$ cat src/rtl/dwpw_pkg.sv
// ----------------------------------------------------------------------------
// Display window pixel writer package
// Shared request types, command codes and the control-to-output bundle.
// ----------------------------------------------------------------------------
package dwpw_pkg;

  // Bus kind bit: command or data byte.
  localparam logic KIND_COMMAND = 1'b0;
  localparam logic KIND_DATA    = 1'b1;

  // Display command codes that the block acts on.
  localparam logic [7:0] CMD_NONE         = 8'h00;
  localparam logic [7:0] CMD_COLUMN_SET   = 8'h2A;
  localparam logic [7:0] CMD_PAGE_SET     = 8'h2B;
  localparam logic [7:0] CMD_MEMORY_WRITE = 8'h2C;

  localparam int unsigned CoordWidth = 16;
  localparam int unsigned AddrWidth  = 18;
  localparam int unsigned PixelWidth = 16;

  // One input request: a byte from the parallel bus.
  typedef struct packed {
    logic       kind;
    logic [7:0] bus_byte;
  } in_item_t;

  // One result request: a frame-memory write.
  typedef struct packed {
    logic [AddrWidth-1:0]  mem_address;
    logic [PixelWidth-1:0] pixel_value;
  } out_item_t;

  // Pixel write handed from the command decoder to the output stage.
  typedef struct packed {
    logic                  valid;
    logic [CoordWidth-1:0] col;
    logic [CoordWidth-1:0] page;
    logic [PixelWidth-1:0] pixel;
  } pix_req_t;

endpackage

$ cat src/rtl/dwpw_ctrl.sv
// ----------------------------------------------------------------------------
// Display window pixel writer command decoder
// Tracks the active command, the column and page windows and the cursor, and
// forms pixel writes from pairs of data bytes.
// ----------------------------------------------------------------------------
module dwpw_ctrl #(
  parameter int unsigned PANEL_WIDTH  = 480,
  parameter int unsigned PANEL_HEIGHT = 320
) (
  input  logic               clk_i,
  input  logic               rst_ni,
  input  logic               accept_i,
  input  dwpw_pkg::in_item_t item_i,
  output dwpw_pkg::pix_req_t pix_o
);

  localparam int unsigned CW = dwpw_pkg::CoordWidth;

  // Parameter byte positions inside a window command.
  localparam logic [2:0] PARAM_FIRST_HI = 3'd0;
  localparam logic [2:0] PARAM_FIRST_LO = 3'd1;
  localparam logic [2:0] PARAM_LAST_HI  = 3'd2;
  localparam logic [2:0] PARAM_LAST_LO  = 3'd3;
  localparam logic [2:0] PARAM_DONE     = 3'd4;

  logic [7:0]    cmd_q, cmd_d;
  logic [2:0]    idx_q, idx_d;
  logic [CW-1:0] col_first_q, col_first_d;
  logic [CW-1:0] col_last_q, col_last_d;
  logic [CW-1:0] page_first_q, page_first_d;
  logic [CW-1:0] page_last_q, page_last_d;
  logic [CW-1:0] cur_col_q, cur_col_d;
  logic [CW-1:0] cur_page_q, cur_page_d;
  logic [7:0]    held_q, held_d;
  logic          pend_q, pend_d;

  logic          win_sel_col;
  logic [CW-1:0] win_first, win_last;
  logic [CW-1:0] win_first_new, win_last_new;
  logic          on_panel;
  logic          pixel_done;

  // Window register being loaded by the current command.
  assign win_first = win_sel_col ? col_first_q : page_first_q;
  assign win_last  = win_sel_col ? col_last_q  : page_last_q;

  // Byte merge into the window half that the parameter position selects.
  always_comb begin
    win_first_new = win_first;
    win_last_new  = win_last;
    unique case (idx_q)
      PARAM_FIRST_HI: win_first_new = {item_i.bus_byte, win_first[7:0]};
      PARAM_FIRST_LO: win_first_new = {win_first[CW-1:8], item_i.bus_byte};
      PARAM_LAST_HI:  win_last_new  = {item_i.bus_byte, win_last[7:0]};
      PARAM_LAST_LO:  win_last_new  = {win_last[CW-1:8], item_i.bus_byte};
      default: begin
        win_first_new = win_first;
        win_last_new  = win_last;
      end
    endcase
  end

  assign on_panel = (cur_col_q < CW'(PANEL_WIDTH)) && (cur_page_q < CW'(PANEL_HEIGHT));

  // Next-state logic for one accepted byte.
  always_comb begin
    cmd_d        = cmd_q;
    idx_d        = idx_q;
    col_first_d  = col_first_q;
    col_last_d   = col_last_q;
    page_first_d = page_first_q;
    page_last_d  = page_last_q;
    cur_col_d    = cur_col_q;
    cur_page_d   = cur_page_q;
    held_d       = held_q;
    pend_d       = pend_q;
    win_sel_col  = 1'b0;
    pixel_done   = 1'b0;

    if (accept_i) begin
      if (item_i.kind == dwpw_pkg::KIND_COMMAND) begin
        cmd_d  = item_i.bus_byte;
        idx_d  = PARAM_FIRST_HI;
        pend_d = 1'b0;
        if (item_i.bus_byte == dwpw_pkg::CMD_MEMORY_WRITE) begin
          cur_col_d  = col_first_q;
          cur_page_d = page_first_q;
        end
      end else begin
        unique case (cmd_q)
          dwpw_pkg::CMD_COLUMN_SET: begin
            win_sel_col = 1'b1;
            col_first_d = win_first_new;
            col_last_d  = win_last_new;
            if (idx_q != PARAM_DONE) begin
              idx_d = idx_q + 3'd1;
            end
          end
          dwpw_pkg::CMD_PAGE_SET: begin
            page_first_d = win_first_new;
            page_last_d  = win_last_new;
            if (idx_q != PARAM_DONE) begin
              idx_d = idx_q + 3'd1;
            end
          end
          dwpw_pkg::CMD_MEMORY_WRITE: begin
            if (!pend_q) begin
              held_d = item_i.bus_byte;
              pend_d = 1'b1;
            end else begin
              pend_d     = 1'b0;
              pixel_done = 1'b1;
              // Step the cursor row by row and wrap at the window end.
              if (cur_col_q >= col_last_q) begin
                cur_col_d = col_first_q;
                if (cur_page_q >= page_last_q) begin
                  cur_page_d = page_first_q;
                end else begin
                  cur_page_d = cur_page_q + CW'(1);
                end
              end else begin
                cur_col_d = cur_col_q + CW'(1);
              end
            end
          end
          default: begin
            cmd_d = cmd_q;
          end
        endcase
      end
    end
  end

  // Pixel write toward the output stage, taken from the cursor before it moves.
  always_comb begin
    pix_o.valid = pixel_done && on_panel;
    pix_o.col   = cur_col_q;
    pix_o.page  = cur_page_q;
    pix_o.pixel = {held_q, item_i.bus_byte};
  end

  // State registers.
  always_ff @(posedge clk_i or negedge rst_ni) begin
    if (!rst_ni) begin
      cmd_q        <= dwpw_pkg::CMD_NONE;
      idx_q        <= PARAM_FIRST_HI;
      col_first_q  <= '0;
      col_last_q   <= CW'(PANEL_WIDTH - 1);
      page_first_q <= '0;
      page_last_q  <= CW'(PANEL_HEIGHT - 1);
      cur_col_q    <= '0;
      cur_page_q   <= '0;
      held_q       <= '0;
      pend_q       <= 1'b0;
    end else begin
      cmd_q        <= cmd_d;
      idx_q        <= idx_d;
      col_first_q  <= col_first_d;
      col_last_q   <= col_last_d;
      page_first_q <= page_first_d;
      page_last_q  <= page_last_d;
      cur_col_q    <= cur_col_d;
      cur_page_q   <= cur_page_d;
      held_q       <= held_d;
      pend_q       <= pend_d;
    end
  end

endmodule

$ cat src/rtl/dwpw_out.sv
// ----------------------------------------------------------------------------
// Display window pixel writer output stage
// Computes the frame-memory address and holds the result request until the
// receiver takes it.
// ----------------------------------------------------------------------------
module dwpw_out #(
  parameter int unsigned PANEL_WIDTH = 480
) (
  input  logic                clk_i,
  input  logic                rst_ni,
  input  dwpw_pkg::pix_req_t  pix_i,
  output logic                slot_free_o,
  output logic                out_valid_o,
  input  logic                out_ready_i,
  output dwpw_pkg::out_item_t out_item_o
);

  localparam int unsigned AW = dwpw_pkg::AddrWidth;

  logic                valid_q, valid_d;
  dwpw_pkg::out_item_t item_q;
  logic [AW-1:0]       addr;
  logic                load;

  // The slot is free when empty or being emptied in this cycle.
  assign slot_free_o = !valid_q || out_ready_i;
  assign load        = slot_free_o && pix_i.valid;

  // Row-major address, page times panel width plus column, kept to 18 bits.
  assign addr = AW'(32'(pix_i.page) * 32'(PANEL_WIDTH) + 32'(pix_i.col));

  always_comb begin
    valid_d = valid_q;
    if (load) begin
      valid_d = 1'b1;
    end else if (out_ready_i) begin
      valid_d = 1'b0;
    end
  end

  always_ff @(posedge clk_i or negedge rst_ni) begin
    if (!rst_ni) begin
      valid_q <= 1'b0;
    end else begin
      valid_q <= valid_d;
    end
  end

  // Result payload register.
  always_ff @(posedge clk_i) begin
    if (load) begin
      item_q.mem_address <= addr;
      item_q.pixel_value <= pix_i.pixel;
    end
  end

  assign out_valid_o = valid_q;
  assign out_item_o  = item_q;

endmodule

$ cat src/rtl/display_window_pixel_writer_unit.sv
// ----------------------------------------------------------------------------
// Display window pixel writer
// Turns a display bus byte stream into frame-memory pixel writes.
// ----------------------------------------------------------------------------
// The input channel carries one bus byte per request, flagged as command or
// data. Commands 0x2A and 0x2B load the column and page windows from four data
// bytes each; command 0x2C moves the cursor to the window start, after which
// each pair of data bytes (high byte first) becomes one pixel write.
// The output channel carries one frame-memory write per request: the address
// page * PANEL_WIDTH + column and the 16-bit pixel. Pixels off the panel are
// dropped, and the cursor still advances.
// Throughput is one byte per cycle while the output register is free. A pixel
// write appears on the output in the cycle after its low byte is accepted; the
// address multiply sits between the window state and the output register.
// When the receiver stalls, the finished write stays in the output register
// and the input takes no byte of any kind until that write is taken; input
// ready follows the receiver's ready in the same cycle while it is held.
// Reset returns the windows to the full panel, the cursor to the origin and
// clears the active command; the output is empty after reset.
// ----------------------------------------------------------------------------
module display_window_pixel_writer_unit #(
  parameter int unsigned PANEL_WIDTH  = 480,
  parameter int unsigned PANEL_HEIGHT = 320
) (
  input  logic                clk_i,
  input  logic                rst_ni,
  input  logic                in_valid_i,
  output logic                in_ready_o,
  input  dwpw_pkg::in_item_t  in_item_i,
  output logic                out_valid_o,
  input  logic                out_ready_i,
  output dwpw_pkg::out_item_t out_item_o
);

  dwpw_pkg::pix_req_t pix;
  logic               slot_free;
  logic               accept;

  // A byte is taken whenever the output register can take its result.
  assign in_ready_o = slot_free;
  assign accept     = in_valid_i && slot_free;

  dwpw_ctrl #(
    .PANEL_WIDTH (PANEL_WIDTH),
    .PANEL_HEIGHT(PANEL_HEIGHT)
  ) u_ctrl (
    .clk_i   (clk_i),
    .rst_ni  (rst_ni),
    .accept_i(accept),
    .item_i  (in_item_i),
    .pix_o   (pix)
  );

  dwpw_out #(
    .PANEL_WIDTH(PANEL_WIDTH)
  ) u_out (
    .clk_i      (clk_i),
    .rst_ni     (rst_ni),
    .pix_i      (pix),
    .slot_free_o(slot_free),
    .out_valid_o(out_valid_o),
    .out_ready_i(out_ready_i),
    .out_item_o (out_item_o)
  );

endmodule

$ cat config.mk
export PLATFORM = sky130hd
export DESIGN_NAME = display_window_pixel_writer_unit
export DESIGN_NICKNAME = d
export VERILOG_FILES = /design/src/rtl/dwpw_pkg.sv /design/src/rtl/dwpw_ctrl.sv /design/src/rtl/dwpw_out.sv /design/src/rtl/display_window_pixel_writer_unit.sv
export SDC_FILE = /design/constraint.sdc
export NUM_CORES = 1
export LEC_CHECK = 0
export BUFFER_PORTS_ARGS = -buffer_cell sky130_fd_sc_hd__buf_2
export CAP_MARGIN = 20
export CORE_UTILIZATION = 49
export DETAILED_ROUTE_END_ITERATION = 7
export HOLD_SLACK_MARGIN = 0.02
export PLACE_DENSITY = 0.66
export SLEW_MARGIN = 10
export SYNTH_ARGS = -nofsm -noshare
export SYNTH_HDL_FRONTEND = slang
export SYNTH_SLANG_ARGS = --single-unit
$ cat constraint.sdc
create_clock -name clk_i -period 18.4 [get_ports clk_i]
set_input_delay 2.76 -clock clk_i [delete_from_list [all_inputs] [get_ports clk_i]]
set_output_delay 2.76 -clock clk_i [all_outputs]
set_load 0.005 [all_outputs]
# Word level (Yosys, flattened, before mapping)
# Index checks and enable logic that the tools add are counted.
[op_classes]
add_sub_neg = 4
mul = 1
order_cmp = 4
eq_ne = 13
n_mux = 30
bitwise_logic = 2
n_reduce_logical = 18
[op_table]
columns = ["operator", "n"]
rows = [
  ["2-to-1 mux 16 bit", 13],
  ["one-hot mux 16 bit (2 select lines)", 2],
  ["adder 16 x 1 -> 16 bit, second input constant", 2],
  ["equality test 8 x 6 -> 1 bit, second input constant", 4],
  ["greater-or-equal comparator 16 bit", 2],
  ["less-than comparator 16 x 9 -> 1 bit, second input constant", 2],
  ["adder 18 x 16 -> 18 bit", 1],
  ["multiplier 16 x 4 -> 13 bit, second input constant", 1],
  ["2-to-1 mux 1 bit", 12],
  ["2-to-1 mux 3 bit", 3],
  ["AND reduction 3 bit", 3],
  ["inequality test 2 x 1 -> 1 bit, second input constant", 4],
  ["AND reduction 4 bit", 2],
  ["equality test 3 x 2 -> 1 bit, second input constant", 2],
  ["AND reduction 5 bit", 1],
  ["logical AND 1 bit", 4],
  ["AND reduction 2 bit", 2],
  ["nonzero test 2 bit", 2],
  ["adder 3 x 1 -> 3 bit, second input constant", 1],
  ["equality test 3 x 1 -> 1 bit, second input constant", 1],
  ["zero test 3 bit", 1],
  ["inequality test 3 bit, second input constant", 1],
  ["inequality test 2 bit, second input constant", 1],
  ["NOT 1 bit", 2],
  ["3 further kinds", 3],
]
[word_totals]
reg_bits = 151
inputBits = 13
word_cells = 85

# Longest topological paths before layout
[logic_depth]
word_depth = 7
depth_mapped = 17
mapped_depth_nobuf = 17

# Modules after synthesis
# From an unflattened synthesis, not the netlist that was laid out.
[hier_totals]
cells_unflattened = 918
hier_area_um2 = 9491.6
[by_module_without_submodules]
columns = ["module", "instances", "cells_per_inst", "area_per_inst_um2", "seq_area_each_um2"]
rows = [
  ["dwpw_ctrl", 1, 703, 6929.1, 2921.6],
  ["dwpw_out", 1, 214, 2556.2, 1046.0],
  ["display_window_pixel_writer_unit", 1, 1, 6.3, 0.0],
]

# Worst setup path after synthesis
# Ideal clock, no wire load.
[synth_timing]
kind = "input-to-reg"
from = "in out_ready_i"
to = "reg u_out.item_q (netlist bit u_out.out_item_o[0]), enable pin"
setup_ns = 0.614
t_arrival_ns = 8.781
setup_slack_ns = 9.005
stages = 5
n_path_buf = 0
path_cell_list = "nand2b_1 > nand3_1 > nor2_1 > nand3_1 > a2111oi_0"
[synth_via]
elab_chain_len = 5
[synth_lines]
columns = ["element", "line", "text"]
rows = [
  ["from (decl)", "display_window_pixel_writer_unit.sv:31", "input logic out_ready_i,"],
  ["logical OR 1 bit *", "dwpw_out.sv:26", "assign slot_free_o = !valid_q || out_ready_i;"],
  ["logical AND 1 bit", "display_window_pixel_writer_unit.sv:41", "assign accept = in_valid_i && slot_free;"],
  ["2-to-1 mux 1 bit", "dwpw_ctrl.sv:80", "if (accept_i) begin"],
  ["logical AND 1 bit", "dwpw_ctrl.sv:136", "pix_o.valid = pixel_done && on_panel;"],
  ["logical AND 1 bit *", "dwpw_out.sv:27", "assign load = slot_free_o && pix_i.valid;"],
  ["via u_out.load", "dwpw_out.sv:23", "logic load;"],
  ["to (decl)", "dwpw_out.sv:21", "dwpw_pkg::out_item_t item_q;"],
]
# Mark *: on every way through the listed nets, which the timed path passes. The rest lies on a longest branch.
# A chain may end at the register's enable or synchronous reset.

# Worst setup path in the final report
[layout_timing]
from = "in out_ready_i"
to = "out in_ready_o"
[layout_via]
elab_chain_len = 1
[layout_lines]
columns = ["element", "line", "text"]
rows = [
  ["logical OR 1 bit", "dwpw_out.sv:26", ""],
  ["to (decl)", "display_window_pixel_writer_unit.sv:28", "output logic in_ready_o,"],
]
# Every way passes these cells.

==> run_results.csv <==
group,metric,value,unit
synthesis,async_flop_share,77.5,%
cts,cts_tree,"built",
timing,maxSlewHeadroom,38.5,%
grt,grt_use_total,24.0,%
setup_path,cp_slowest_stage_delay,180,ps
routing,dr.pass1.iters,5,
timing,fin_ws,12460,ps
timing,period_needed,5940,ps
grt,antenna_found_initial,0,
routing,ant_nets,0,
synthesis,yosysTopAreaCell,"dfrtp_1",
setup_path,critPathSlowestCell,"nand2b_1",
timing,fin_crit_sh,32.3,%
floorplan,io_pins,49,
routing,first_iter_violations,612,
floorplan,dieArea,0.0186,sq mm
placed_design,post-place-ws,12460,ps
routing,vias,6333,
synthesis,syn_area,0.00884,sq mm
synthesis,synth_edf_count,34,
timing,drv_slew,0,
final_layout,layout-drive-gt1-share,16.5,%
timing,tns,0,ps
final_layout,areaGrowthSynthToFinish,11.2,%
synthesis,avgSynthCellArea,11.1,sq um
worst_hold_path,min_path_type,"reg -> reg",
grt,grt_max_degree,62,
timing,max_freq,0.168,GHz
placed_design,dpl.hpwl,14500,um
setup_path,worstPathMaxFanout,4,
power,power.leakage,4.37,nW
cts,clock_path_buffers,2,
cts,htreeDepth,4,
cts,cts_hold_buf,0,
synthesis,ys_warn_count,0,
floorplan,rows,48,
cts,cts-root-buf,"clkbuf_16",
final_layout,diodes,0,
timing,whs,452,ps
synthesis,syn-instance-count,794,
synthesis,syn-num-nets,900,
routing,drc,0,
grt,grt_pass1_vias,6360,
setup_path,crit_arrival,3180,ps
final_layout,multi_input_area,0.00442,sq mm
setup_path,path_common_cell,"buf_2",
synthesis,synthTopCellsByArea,"dfrtp_1 (29%), edfxtp_1 (12%), ha_1 (10%), a22o_1 (6.4%), fa_1 (4.5%)",
setup_path,path_delay_family,"buffers and inverters",
timing,skew,14.3,ps
synthesis,synth_cell_type_count,72,
power,vdd_drop_max,0.171,mV
timing,rsz0062_at_grt,"false",
timing,setup_viol,0,
grt,grt_pass1_wl,33700,um
routing,routed_wl,20400,um
timing,worst_slew_pin_slew,918,ps
synthesis,synthFlopType,"dfrtp_1",
cts,cts-buffers-inserted,17,
synthesis,synth_common_cells,"dfrtp_1 (102), inv_1 (79), ha_1 (73)",
power,powerDensity,140,mW/mm^2
setup_path,end_kind,"output pin",
final_layout,final_net_count,940,
final_layout,num-fill-cells,1429,
setup_path,required,15640,ps
routing,wl_per_cell,19.0,um
setup_path,crit_chain,"buf_2 > nand2b_1 > buf_2",
floorplan,core-area,0.0175,sq mm
timing,hold_viol,0,
cts,cts.clk_slew.worst_paths,60,ps
flow_run,cap_viol_max_count,0,
grt,grt_overflow,0,
cts,cts_setup_buffers,0,
final_layout,regArea,0.00397,sq mm
setup_path,path_buf_inv,2,
setup_path,startpoint_type,"input pin",
setup_path,path_class,"in -> out",
placed_design,numPortBuffers,48,
cts,cts.sinks,151,
cts,cts.repair.resized,0,
floorplan,fp.dieH,136,um
synthesis,ys_ff_latch,151,
status,status,"finished clean",
synthesis,seq_area_frac_synth,44.9,%
floorplan,die_w,136,um
floorplan,initial_core_util,50.6,%
placed_design,gp_congestion,0.847,
cts,insertion_delay,420,ps
synthesis,synth_top_area_share,28.9,%
routing,viasPerCell,5.91,
synthesis,post-synth-top-count-cell,"dfrtp_1",
## metal layers
layer	routed length (um)	global-route usage [%]
met1	9440	32.4
met4	328	6.42
met3	899	4.92
met5	0	0
met2	9690	39.1
## per-stage QoR
stage	total power [mW]	area [sq um]	utilization, %	instances
floorplan	0.908	8840	-	794
global placement	1.00	9240	52.8	1038
detailed placement	1.03	9240	52.8	1038
CTS	1.37	9820	56.2	1070
global route	1.48	9840	56.3	1072
finish	1.37	9840	56.3	1072
## registers in the layout, summed over array words and instances, names as in the netlist
name and flops:
u_ctrl.cmd_q 8, u_ctrl.held_q 8, u_out.out_item_o 34, u_ctrl.idx_q 3, u_ctrl.col_last_q 16, u_ctrl.pend_q 1, u_ctrl.page_first_q 16, u_ctrl.page_last_q 16
u_ctrl.cur_page_q 16, u_out.out_valid_o 1, u_ctrl.col_first_q 16, u_ctrl.cur_col_q 16
## cell usage in the layout (no fill, tap or decap), drive strengths merged, types with 24 or more instances in the layout
| master | synthesis | layout |
|---|---|---|
| a21oi | 38 | 38 |
| a22o | 65 | 65 |
| buf | 15 | 53 |
| clkbuf | 17 | 24 |
| dfrtp | 102 | 102 |
| edfxtp | 34 | 34 |
| ha | 73 | 73 |
| inv | 79 | 81 |
| nand2 | 31 | 31 |
| nor2 | 59 | 59 |
| o21ai | 33 | 33 |
## final timing paths
kind                                             end                  from  cells after the start  slack [ps]
worst min register to register  u_out.out_item_o[11]      u_ctrl.held_q[3]                      0         450
worst min-delay path            u_out.out_item_o[11]      u_ctrl.held_q[3]                      0         450
min in group asynchronous            u_ctrl.cmd_q[7]                rst_ni                      1        2400
max in group asynchronous       u_ctrl.cur_page_q[2]                rst_ni                      2       14770
worst max-delay path                      in_ready_o           out_ready_i                      3       12460
worst max register to register  u_out.out_item_o[32]  u_ctrl.cur_page_q[3]                     16       13920
## worst register-to-register path: cells and delay by family, from the launching register on
family,cells,cell delay [ps]
AND/OR/NAND/NOR,1,170
XOR/XNOR,1,150
adder cells (fa/ha/maj),4,1660
AO/OA/AOI/OAI,8,1490
flip-flops,1,480
buffers and inverters,2,290
## logic make-up (layout without fill, tap and decap cells)
| logic type | after synthesis | after routing | share of synthesized area, % |
|---|---|---|---|
| AOI/OAI and AO/OA | 210 | 210 | 18.6 |
| xor gates and xnor gates | 27 | 27 | 2.67 |
| adders and majority gates | 93 | 93 | 14.9 |
| buffers and inverters | 111 | 164 | 5.18 |
| DFF | 151 | 151 | 44.9 |
| muxes | 28 | 28 | 3.42 |
| and+or+nand+nor | 174 | 174 | 10.4 |
## where the power goes
| part | internal [mW] | switching (mW) |
|---|---|---|
| Combinational | 0.281 | 0.342 |
| Clock | 0.202 | 0.138 |
| Sequential | 0.390 | 0.0225 |
| Total | 0.873 | 0.502 |
## area by class of cell
type	instances	share of cell area, %
sequential	151	40.3
multi-input combinational	532	45.0
timing repair buffer	53	2.93
inverter	79	3.01
clock inverter	8	0.903
clock buffer	24	5.00
tap	225	2.86
No activity file was read; power rests on OpenSTA's default activity.
